===== config.mk =====
export PLATFORM = sky130hd
export DESIGN_NAME = positional_insert_delete_list_top
export DESIGN_NICKNAME = d
export VERILOG_FILES = /design/src/hw/rtl/pidl_pkg.sv /design/src/hw/rtl/positional_insert_delete_list_top.sv /design/src/hw/rtl/pidl_front.sv /design/src/hw/rtl/pidl_queue.sv /design/src/hw/rtl/pidl_back.sv
export SDC_FILE = /design/constraint.sdc
export NUM_CORES = 2
export LEC_CHECK = 0
export BUFFER_PORTS_ARGS = -buffer_cell sky130_fd_sc_hd__buf_2
export CAP_MARGIN = 20
export CORE_MARGIN = 3
export CORE_UTILIZATION = 58
export CTS_CLUSTER_DIAMETER = 80
export DETAILED_ROUTE_END_ITERATION = 10
export PLACE_DENSITY = 0.77
export RECOVER_POWER = 100
export SLEW_MARGIN = 20
export SYNTH_ARGS = -nofsm -noshare
export SYNTH_HDL_FRONTEND = slang
export SYNTH_HIERARCHICAL = 1
export SYNTH_SLANG_ARGS = --single-unit

===== constraint.sdc =====
create_clock -name clk -period 5.7 [get_ports clk]
set_input_delay 0 -clock clk [delete_from_list [all_inputs] [get_ports clk]]
set_output_delay 0 -clock clk [all_outputs]
set_load 0.05 [all_outputs]

===== src/hw/rtl/pidl_pkg.sv =====
package pidl_pkg;

	// list capacity
	localparam int DEPTH = 32;

	// field widths of the words on the two channels
	localparam int CMD_W    = 2;
	localparam int POS_W    = 6;
	localparam int VALUE_W  = 32;
	localparam int STATUS_W = 2;
	localparam int INDEX_W  = 6;
	localparam int COUNT_W  = 6;

	// internal widths
	localparam int ADDR_W = (DEPTH > 1) ? $clog2(DEPTH) : 1;
	localparam int CNT_W  = $clog2(DEPTH + 1) + 1;
	localparam int CMP_W  = ((POS_W > CNT_W) ? POS_W : CNT_W) + 1;

	// decoupling queue between front and back
	localparam int QUEUE_DEPTH = 2;
	localparam int QPTR_W      = (QUEUE_DEPTH > 1) ? $clog2(QUEUE_DEPTH) : 1;
	localparam int QFILL_W     = $clog2(QUEUE_DEPTH + 1);

	// command codes on the input channel
	localparam logic [CMD_W-1:0] CMD_INSERT   = 2'd0;
	localparam logic [CMD_W-1:0] CMD_DELETE   = 2'd1;
	localparam logic [CMD_W-1:0] CMD_TRAVERSE = 2'd2;

	typedef enum logic [1:0] {
		OP_INSERT,
		OP_DELETE,
		OP_TRAVERSE,
		OP_BAD
	} op_t;

	typedef enum logic [STATUS_W-1:0] {
		STATUS_OK     = 2'd0,
		STATUS_FULL   = 2'd1,
		STATUS_EMPTY  = 2'd2,
		STATUS_BADPOS = 2'd3
	} status_t;

	typedef enum logic {
		ST_IDLE,
		ST_WALK
	} state_t;

	typedef struct packed {
		op_t                        op;
		logic [POS_W-1:0]           position;
		logic signed [VALUE_W-1:0]  value;
	} item_t;

endpackage


===== src/hw/rtl/positional_insert_delete_list_top.sv =====
// Ordered list of up to 32 signed 32-bit entries with insert, delete and traverse
// commands on a valid/ready input channel and one or more result words on a
// valid/ready output channel; every command ends with a word that has last set.
// A front stage decodes each command into a two-slot queue, and the back end
// executes it against the list held in registers: insert and delete move all
// later entries at once, in parallel, and the sustained rate is one command per
// clock while the output is not stalled. A traversal occupies the back end for a
// dispatch step and then one step per emitted entry, each through the single
// output register. A command word is registered in the front stage and in the
// queue slot before its result word is registered at the output. After reset the
// list is empty and usable at once.
module positional_insert_delete_list_top (
	input  logic                                   clk,
	input  logic                                   arst_n,
	input  logic                                   in_valid,
	output logic                                   in_ready,
	input  logic [pidl_pkg::CMD_W-1:0]             command,
	input  logic [pidl_pkg::POS_W-1:0]             position,
	input  logic signed [pidl_pkg::VALUE_W-1:0]    value,
	output logic                                   out_valid,
	input  logic                                   out_ready,
	output logic [pidl_pkg::STATUS_W-1:0]          status,
	output logic signed [pidl_pkg::VALUE_W-1:0]    data,
	output logic [pidl_pkg::INDEX_W-1:0]           index,
	output logic [pidl_pkg::COUNT_W-1:0]           count_after,
	output logic                                   last
);

	logic            push_valid;
	logic            push_ready;
	pidl_pkg::item_t push_item;
	logic            q_valid;
	logic            q_pop;
	pidl_pkg::item_t q_item;

	// decode stage
	pidl_front u_front (
		.clk        (clk),
		.arst_n     (arst_n),
		.in_valid   (in_valid),
		.in_ready   (in_ready),
		.command    (command),
		.position   (position),
		.value      (value),
		.push_valid (push_valid),
		.push_ready (push_ready),
		.push_item  (push_item)
	);

	// command queue
	pidl_queue u_queue (
		.clk        (clk),
		.arst_n     (arst_n),
		.push_valid (push_valid),
		.push_ready (push_ready),
		.push_item  (push_item),
		.pop_valid  (q_valid),
		.pop        (q_pop),
		.pop_item   (q_item)
	);

	// list storage and execution
	pidl_back u_back (
		.clk         (clk),
		.arst_n      (arst_n),
		.q_valid     (q_valid),
		.q_item      (q_item),
		.q_pop       (q_pop),
		.out_valid   (out_valid),
		.out_ready   (out_ready),
		.status      (status),
		.data        (data),
		.index       (index),
		.count_after (count_after),
		.last        (last)
	);

endmodule


===== src/hw/rtl/pidl_front.sv =====
module pidl_front (
	input  logic                                 clk,
	input  logic                                 arst_n,
	input  logic                                 in_valid,
	output logic                                 in_ready,
	input  logic [pidl_pkg::CMD_W-1:0]           command,
	input  logic [pidl_pkg::POS_W-1:0]           position,
	input  logic signed [pidl_pkg::VALUE_W-1:0]  value,
	output logic                                 push_valid,
	input  logic                                 push_ready,
	output pidl_pkg::item_t                      push_item
);

	logic            valid_s1;
	pidl_pkg::item_t item_s1;
	pidl_pkg::op_t   op_dec;

	// command decode
	always_comb begin
		unique case (command)
			pidl_pkg::CMD_INSERT:   op_dec = pidl_pkg::OP_INSERT;
			pidl_pkg::CMD_DELETE:   op_dec = pidl_pkg::OP_DELETE;
			pidl_pkg::CMD_TRAVERSE: op_dec = pidl_pkg::OP_TRAVERSE;
			default:                op_dec = pidl_pkg::OP_BAD;
		endcase
	end

	assign in_ready = !valid_s1 || push_ready;

	// front stage valid
	always_ff @(posedge clk or negedge arst_n) begin
		if (!arst_n) begin
			valid_s1 <= 1'b0;
		end else if (in_ready) begin
			valid_s1 <= in_valid;
		end
	end

	// front stage word
	always_ff @(posedge clk) begin
		if (in_valid && in_ready) begin
			item_s1.op       <= op_dec;
			item_s1.position <= position;
			item_s1.value    <= value;
		end
	end

	assign push_valid = valid_s1;
	assign push_item  = item_s1;

endmodule


===== src/hw/rtl/pidl_queue.sv =====
module pidl_queue (
	input  logic            clk,
	input  logic            arst_n,
	input  logic            push_valid,
	output logic            push_ready,
	input  pidl_pkg::item_t push_item,
	output logic            pop_valid,
	input  logic            pop,
	output pidl_pkg::item_t pop_item
);

	pidl_pkg::item_t                 slot_q [pidl_pkg::QUEUE_DEPTH];
	logic [pidl_pkg::QPTR_W-1:0]     wr_ptr_q;
	logic [pidl_pkg::QPTR_W-1:0]     rd_ptr_q;
	logic [pidl_pkg::QFILL_W-1:0]    fill_q;
	logic                            do_push;
	logic                            do_pop;

	assign push_ready = fill_q != pidl_pkg::QFILL_W'(pidl_pkg::QUEUE_DEPTH);
	assign pop_valid  = fill_q != '0;
	assign pop_item   = slot_q[rd_ptr_q];
	assign do_push    = push_valid && push_ready;
	assign do_pop     = pop && pop_valid;

	// pointers and fill level
	always_ff @(posedge clk or negedge arst_n) begin
		if (!arst_n) begin
			wr_ptr_q <= '0;
			rd_ptr_q <= '0;
			fill_q   <= '0;
		end else begin
			if (do_push) begin
				wr_ptr_q <= (wr_ptr_q == pidl_pkg::QPTR_W'(pidl_pkg::QUEUE_DEPTH - 1))
					? '0 : wr_ptr_q + pidl_pkg::QPTR_W'(1);
			end
			if (do_pop) begin
				rd_ptr_q <= (rd_ptr_q == pidl_pkg::QPTR_W'(pidl_pkg::QUEUE_DEPTH - 1))
					? '0 : rd_ptr_q + pidl_pkg::QPTR_W'(1);
			end
			if (do_push && !do_pop) begin
				fill_q <= fill_q + pidl_pkg::QFILL_W'(1);
			end else if (do_pop && !do_push) begin
				fill_q <= fill_q - pidl_pkg::QFILL_W'(1);
			end
		end
	end

	// slot storage
	always_ff @(posedge clk) begin
		if (do_push) begin
			slot_q[wr_ptr_q] <= push_item;
		end
	end

endmodule


===== src/hw/rtl/pidl_back.sv =====
module pidl_back (
	input  logic                                   clk,
	input  logic                                   arst_n,
	input  logic                                   q_valid,
	input  pidl_pkg::item_t                        q_item,
	output logic                                   q_pop,
	output logic                                   out_valid,
	input  logic                                   out_ready,
	output logic [pidl_pkg::STATUS_W-1:0]          status,
	output logic signed [pidl_pkg::VALUE_W-1:0]    data,
	output logic [pidl_pkg::INDEX_W-1:0]           index,
	output logic [pidl_pkg::COUNT_W-1:0]           count_after,
	output logic                                   last
);

	pidl_pkg::state_t                      state_q;
	pidl_pkg::state_t                      state_d;
	logic [pidl_pkg::ADDR_W-1:0]           walk_idx_q;
	logic [pidl_pkg::CNT_W-1:0]            count_q;
	logic [pidl_pkg::CNT_W-1:0]            count_d;
	logic signed [pidl_pkg::VALUE_W-1:0]   cell_q [pidl_pkg::DEPTH];
	logic signed [pidl_pkg::VALUE_W-1:0]   cell_d [pidl_pkg::DEPTH];

	logic                                  out_valid_q;
	pidl_pkg::status_t                     status_q;
	logic signed [pidl_pkg::VALUE_W-1:0]   data_q;
	logic [pidl_pkg::INDEX_W-1:0]          index_q;
	logic [pidl_pkg::COUNT_W-1:0]          count_after_q;
	logic                                  last_q;

	logic                                  out_free;
	logic [pidl_pkg::CMP_W-1:0]            pos_ext;
	logic [pidl_pkg::CMP_W-1:0]            pos_m1;
	logic [pidl_pkg::CMP_W-1:0]            cnt_ext;
	logic                                  ins_full;
	logic                                  ins_bad;
	logic                                  del_empty;
	logic                                  del_bad;
	logic [pidl_pkg::CNT_W-1:0]            walk_pos;
	logic                                  walk_last;

	logic                                  emit;
	logic                                  do_ins;
	logic                                  do_del;
	logic                                  walk_start;
	logic                                  walk_step;
	pidl_pkg::status_t                     res_status;
	logic signed [pidl_pkg::VALUE_W-1:0]   res_data;
	logic [pidl_pkg::INDEX_W-1:0]          res_index;
	logic                                  res_last;

	// range checks against the current count
	assign out_free  = !out_valid_q || out_ready;
	assign pos_ext   = pidl_pkg::CMP_W'(q_item.position);
	assign pos_m1    = pos_ext - pidl_pkg::CMP_W'(1);
	assign cnt_ext   = pidl_pkg::CMP_W'(count_q);
	assign ins_full  = count_q == pidl_pkg::CNT_W'(pidl_pkg::DEPTH);
	assign ins_bad   = (pos_ext == '0) || (pos_ext > cnt_ext + pidl_pkg::CMP_W'(1));
	assign del_empty = count_q == '0;
	assign del_bad   = (pos_ext == '0) || (pos_ext > cnt_ext);
	assign walk_pos  = pidl_pkg::CNT_W'(walk_idx_q) + pidl_pkg::CNT_W'(1);
	assign walk_last = walk_pos == count_q;

	// next state
	always_comb begin
		state_d = state_q;
		unique case (state_q)
			pidl_pkg::ST_IDLE: begin
				if (q_valid && out_free && q_item.op == pidl_pkg::OP_TRAVERSE && !del_empty) begin
					state_d = pidl_pkg::ST_WALK;
				end
			end
			pidl_pkg::ST_WALK: begin
				if (out_free && walk_last) begin
					state_d = pidl_pkg::ST_IDLE;
				end
			end
			default: state_d = pidl_pkg::ST_IDLE;
		endcase
	end

	// command execution and result word
	always_comb begin
		q_pop      = 1'b0;
		emit       = 1'b0;
		do_ins     = 1'b0;
		do_del     = 1'b0;
		walk_start = 1'b0;
		walk_step  = 1'b0;
		count_d    = count_q;
		res_status = pidl_pkg::STATUS_OK;
		res_data   = '0;
		res_index  = '0;
		res_last   = 1'b1;
		unique case (state_q)
			pidl_pkg::ST_IDLE: begin
				if (q_valid && out_free) begin
					q_pop = 1'b1;
					emit  = 1'b1;
					unique case (q_item.op)
						pidl_pkg::OP_INSERT: begin
							if (ins_full) begin
								res_status = pidl_pkg::STATUS_FULL;
							end else if (ins_bad) begin
								res_status = pidl_pkg::STATUS_BADPOS;
							end else begin
								do_ins  = 1'b1;
								count_d = count_q + pidl_pkg::CNT_W'(1);
							end
						end
						pidl_pkg::OP_DELETE: begin
							if (del_empty) begin
								res_status = pidl_pkg::STATUS_EMPTY;
							end else if (del_bad) begin
								res_status = pidl_pkg::STATUS_BADPOS;
							end else begin
								do_del  = 1'b1;
								count_d = count_q - pidl_pkg::CNT_W'(1);
							end
						end
						pidl_pkg::OP_TRAVERSE: begin
							if (del_empty) begin
								res_status = pidl_pkg::STATUS_EMPTY;
							end else begin
								emit       = 1'b0;
								walk_start = 1'b1;
							end
						end
						default: res_status = pidl_pkg::STATUS_BADPOS;
					endcase
				end
			end
			pidl_pkg::ST_WALK: begin
				if (out_free) begin
					emit      = 1'b1;
					walk_step = 1'b1;
					res_data  = cell_q[walk_idx_q];
					res_index = pidl_pkg::INDEX_W'(walk_pos);
					res_last  = walk_last;
				end
			end
			default: ;
		endcase
	end

	// parallel shift of all cells
	always_comb begin
		for (int i = 0; i < pidl_pkg::DEPTH; i++) begin
			cell_d[i] = cell_q[i];
		end
		if (do_ins) begin
			for (int i = 1; i < pidl_pkg::DEPTH; i++) begin
				if (pidl_pkg::CMP_W'(i) > pos_m1) begin
					cell_d[i] = cell_q[i-1];
				end
			end
			for (int i = 0; i < pidl_pkg::DEPTH; i++) begin
				if (pidl_pkg::CMP_W'(i) == pos_m1) begin
					cell_d[i] = q_item.value;
				end
			end
		end else if (do_del) begin
			for (int i = 0; i < pidl_pkg::DEPTH - 1; i++) begin
				if (pidl_pkg::CMP_W'(i) >= pos_m1) begin
					cell_d[i] = cell_q[i+1];
				end
			end
		end
	end

	// control registers
	always_ff @(posedge clk or negedge arst_n) begin
		if (!arst_n) begin
			state_q     <= pidl_pkg::ST_IDLE;
			count_q     <= '0;
			walk_idx_q  <= '0;
			out_valid_q <= 1'b0;
		end else begin
			state_q <= state_d;
			count_q <= count_d;
			if (walk_start) begin
				walk_idx_q <= '0;
			end else if (walk_step && !walk_last) begin
				walk_idx_q <= walk_idx_q + pidl_pkg::ADDR_W'(1);
			end
			if (emit) begin
				out_valid_q <= 1'b1;
			end else if (out_ready) begin
				out_valid_q <= 1'b0;
			end
		end
	end

	// cells and output word
	always_ff @(posedge clk) begin
		for (int i = 0; i < pidl_pkg::DEPTH; i++) begin
			cell_q[i] <= cell_d[i];
		end
		if (emit) begin
			status_q      <= res_status;
			data_q        <= res_data;
			index_q       <= res_index;
			count_after_q <= pidl_pkg::COUNT_W'(count_d);
			last_q        <= res_last;
		end
	end

	assign out_valid   = out_valid_q;
	assign status      = status_q;
	assign data        = data_q;
	assign index       = index_q;
	assign count_after = count_after_q;
	assign last        = last_q;

	// the list never holds more than its capacity
	a_count_range: assert property (@(posedge clk) disable iff (!arst_n)
		count_q <= pidl_pkg::CNT_W'(pidl_pkg::DEPTH))
		else $error("entry count above capacity");

	// a traversal only visits held entries
	a_walk_range: assert property (@(posedge clk) disable iff (!arst_n)
		state_q == pidl_pkg::ST_WALK |-> walk_pos <= count_q)
		else $error("traversal index beyond count");

	// the list is left alone while a result word is stalled
	a_stall_hold: assert property (@(posedge clk) disable iff (!arst_n)
		out_valid_q && !out_ready |=> $stable(count_q))
		else $error("count changed under a stalled word");

	// a traversal begins only on a non-empty list
	a_walk_entry: assert property (@(posedge clk) disable iff (!arst_n)
		walk_start |-> count_q != '0 && !emit)
		else $error("traversal started on an empty list");

endmodule

==> flow_summary.yaml <==
run_status:
  status: "finished, violations left"
  violations: "capacitance limit, slew limit"
cells_and_area:
  seq_area_um2: 36300
  layout.nets: 5891
  final_common_cell: "edfxtp_1"
  drive_above_1_share_pct: 10.6
  layout_common_cells: "1191 x edfxtp_1, 1153 x mux2i_1, 1028 x nor2_1"
  areaGrowthSynthToFinish_pct: 9.34
  fillCellCount: 8750
  multiInputGateArea_um2: 29600
global_routing:
  grt_pass1_wl_mm: 310
  grt_usage_pct: 33.9
  grt_overflow: 0
  grt_max_degree: 249
  antenna_found_initial: 1
  grt_pass1_vias: 48200
timing:
  min_period_over_period_pct: 93.5
  fin_skew_ns: 0.0324
  maxSlewHeadroom_pct: -117
  tightestPinTransition_ns: 3.25
  hold_viol_final: 0
  setup_viol_count_final: 0
  fin_crit_ns: 5.33
  fin_tns_setup_ns: 0
  drv_slew: 457
  rsz0062_at_grt: "no"
  fmax_ghz: 0.188
synthesis:
  async_reset_ff_share_pct: 1.57
  synthMuxAreaShare_pct: 23.1
  yosys_warnings: 6
  synth.distinct_cells: 80
  ys_ff_latch: 1210
  synth-edff-count: 1191
  synth_top_family_by_area: "multiplexers"
  seq_area_frac_synth_pct: 53.1
  syn_nets: 6010
  synth-xor-area-share_pct: 0.369
  synthTopCellsByArea: "edfxtp_1 52%, mux2i_1 17%, a21oi_1 7.2%, nor2_1 5.7%, mux4_2 4.2%"
  yosysTopAreaCell: "edfxtp_1"
  synth_flop_cell: "edfxtp_1"
  synth.top_cell.area_share_pct: 52.4
  synthAdderAreaFrac_pct: 0.367
  synthSimpleGateAreaFrac_pct: 8.00
  synthCells: 5946
  synth_compound_area_share_pct: 11.2
  netlist_area_um2: 68200
  avgSynthCellArea_um2: 11.5
floorplanning:
  fp-row-count: 125
  dieHeight_um: 349
  core_um2: 117000
  pin_count: 93
  start_util_pct: 58.5
  die-area_um2: 122000
  fp.dieW_um: 349
detailed_routing:
  wl_per_cell_um: 28.2
  detail-route-antenna-nets: 0
  drc: 0
  finalWirelength_mm: 210
  firstDrtPassIters: 7
  drt-initial-drc-count: 7868
  vias_per_cell: 6.87
  num_vias: 51200
clock_network:
  cts_resized: 0
  cts-buffers-inserted: 136
  cts_htree_levels: 4
  cts_tree: "built"
  clk_latency_ns: 0.76
  cts_sinks: 1210
  clockRootBuffer: "clkbuf_16"
  clock_path_buffers: 3
  clkTransAtPathRegs_ns: 0.06
  post_cts_buffers: 0
setup_path:
  start_kind: "flip-flop"
  crit_fanout: 14
  reg2reg_depth: 9
  crit_type: "flip-flop to flip-flop"
  crit_start: "u_queue/rd_ptr_q"
  crit_required_ns: 6.16
  arrival_ns: 5.79
  critPathCaptureType: "flip-flop"
  r2r_start: "u_queue/rd_ptr_q"
placement:
  port_buffers: 92
  hpwlAfterDp_mm: 125
  gp_congestion: 0.922
power_and_ir_drop:
  p_sw_mw: 13.4
  combPwrFrac_pct: 39.6
  swShare_pct: 39.7
  p_int_mw: 20.3
  clockPowerShare_pct: 25.3
  fin_total_pwr_mw: 33.6
  p_seq_share_pct: 35.1
  power_leakage_nw: 26.2
  power.density_nw_per_um2: 451
  vdd_drop_max_mv: 0.345
hold_path:
  hp-start: "in_valid"
  hold-path-cell-count: 3
  hp-class: "input pin to flip-flop"
job:
  maxCapViolCount: 16
-- path summary, 6_finish.rpt --
path | to | slack [ns]
hold reg to reg | u_queue/slot_q[0][22] | 0.43
hold / removal | u_front/push_valid | 0.05
min in group asynchronous | u_back/state_q | 0.75
max in group asynchronous | u_back/walk_idx_q[1] | 4.05
setup / recovery | u_back/cell_q[22][28] | 0.37
setup reg to reg | u_back/cell_q[22][28] | 0.37
-- registers in the layout, summed over array words and instances, names as in the netlist, 5 cells and up --
signal,cells
u_back/cell_q,1024
u_queue/slot_q,80
u_front/push_item,40
u_back/data,32
u_back/count_q,7
u_back/count_after,6
u_back/index,6
u_back/walk_idx_q,5
-- synth_stat cells (all sizes together), types with 3 or more instances --
master     n
a211oi    35
a21oi    985
a31oi     66
a32oi      3
and2       7
and3      12
buf      247
clkbuf   323
dfrtp     19
edfxtp  1191
ha        20
inv       18
mux2     104
mux2i   1153
mux4     128
nand2    220
nand2b    12
nand3     24
nand4      5
nor2    1051
nor2b      6
nor3      15
o211ai     5
o21a       4
o21ai     21
o221ai   130
o22ai     66
o31ai      7
or3        3
xnor2     19
xor2       7
-- critical path, stage by stage, from the launching register on --
cell      delay, ns
dfrtp_1        0.55
mux2_1         0.50
inv_1          0.22
ha_1           0.44
nand2b_1       0.38
o22ai_1        0.65
nor2b_2        1.32
clkbuf_2       0.61
mux2i_1        0.27
a21oi_1        0.09
-- power groups by stage --
stage	Sequential (mW)	Clock [mW]	Combinational, mW
floorplan	12.0	0	8.80
global placement	11.9	0	12.9
detailed placement	11.9	0	13.1
CTS	11.7	8.58	13.2
global route	11.9	8.92	14.0
finish	11.8	8.50	13.3
-- logic make-up after synthesis --
group                    count (synthesis)
AO/OA/AOI/OAI                         1348
XOR/XNOR                                27
adder cells (fa/ha/maj)                 20
buffers and inverters                  589
flip-flops                            1210
multiplexers                          1385
AND/OR/NAND/NOR                       1367
-- metrics by stage --
step	util, %	setup WS, ns	instance area, µm²	std cells	hold WS (ns)
detailed placement	60.1	1.12	70000	7127	-0.00253
finish	64.0	0.368	74600	7458	0.0474
global placement	60.0	1.18	69900	7124	-0.000510
global route	64.0	0.283	74600	7455	0.0507
CTS	64.4	1.09	75000	7453	0.00777
floorplan	-	0.141	68200	5946	-0.296
-- timing repair --
action / 4_1_cts / 5_1_grt
endpoints found under the hold margin: 106 / 19
hold buffers: 84 / 1
setup endpoints to repair: 0 / 0
-- area by class of cell --
type / instances / share of cell area [%]
clock inverters: 58 / 0.612
diodes: 3 / 0.0101
well taps: 1524 / 2.56
repair buffers: 313 / 3.43
clock buffers: 184 / 5.04
inverters: 19 / 0.0973
flip-flops and latches: 1210 / 48.6
multi-input cells: 4147 / 39.6
-- routing by layer --
layer / wire length (µm) / global-route usage, % / vias up
met4: 11200 / 16.9 / 0
met3: 29500 / 8.52 / 623
met2: 91100 / 49.8 / 3715
met1: 78600 / 47.0 / 24800
li1: - / - / 22100
met5: 0 / 0 / -
No activity file was read; power rests on OpenSTA's default activity.
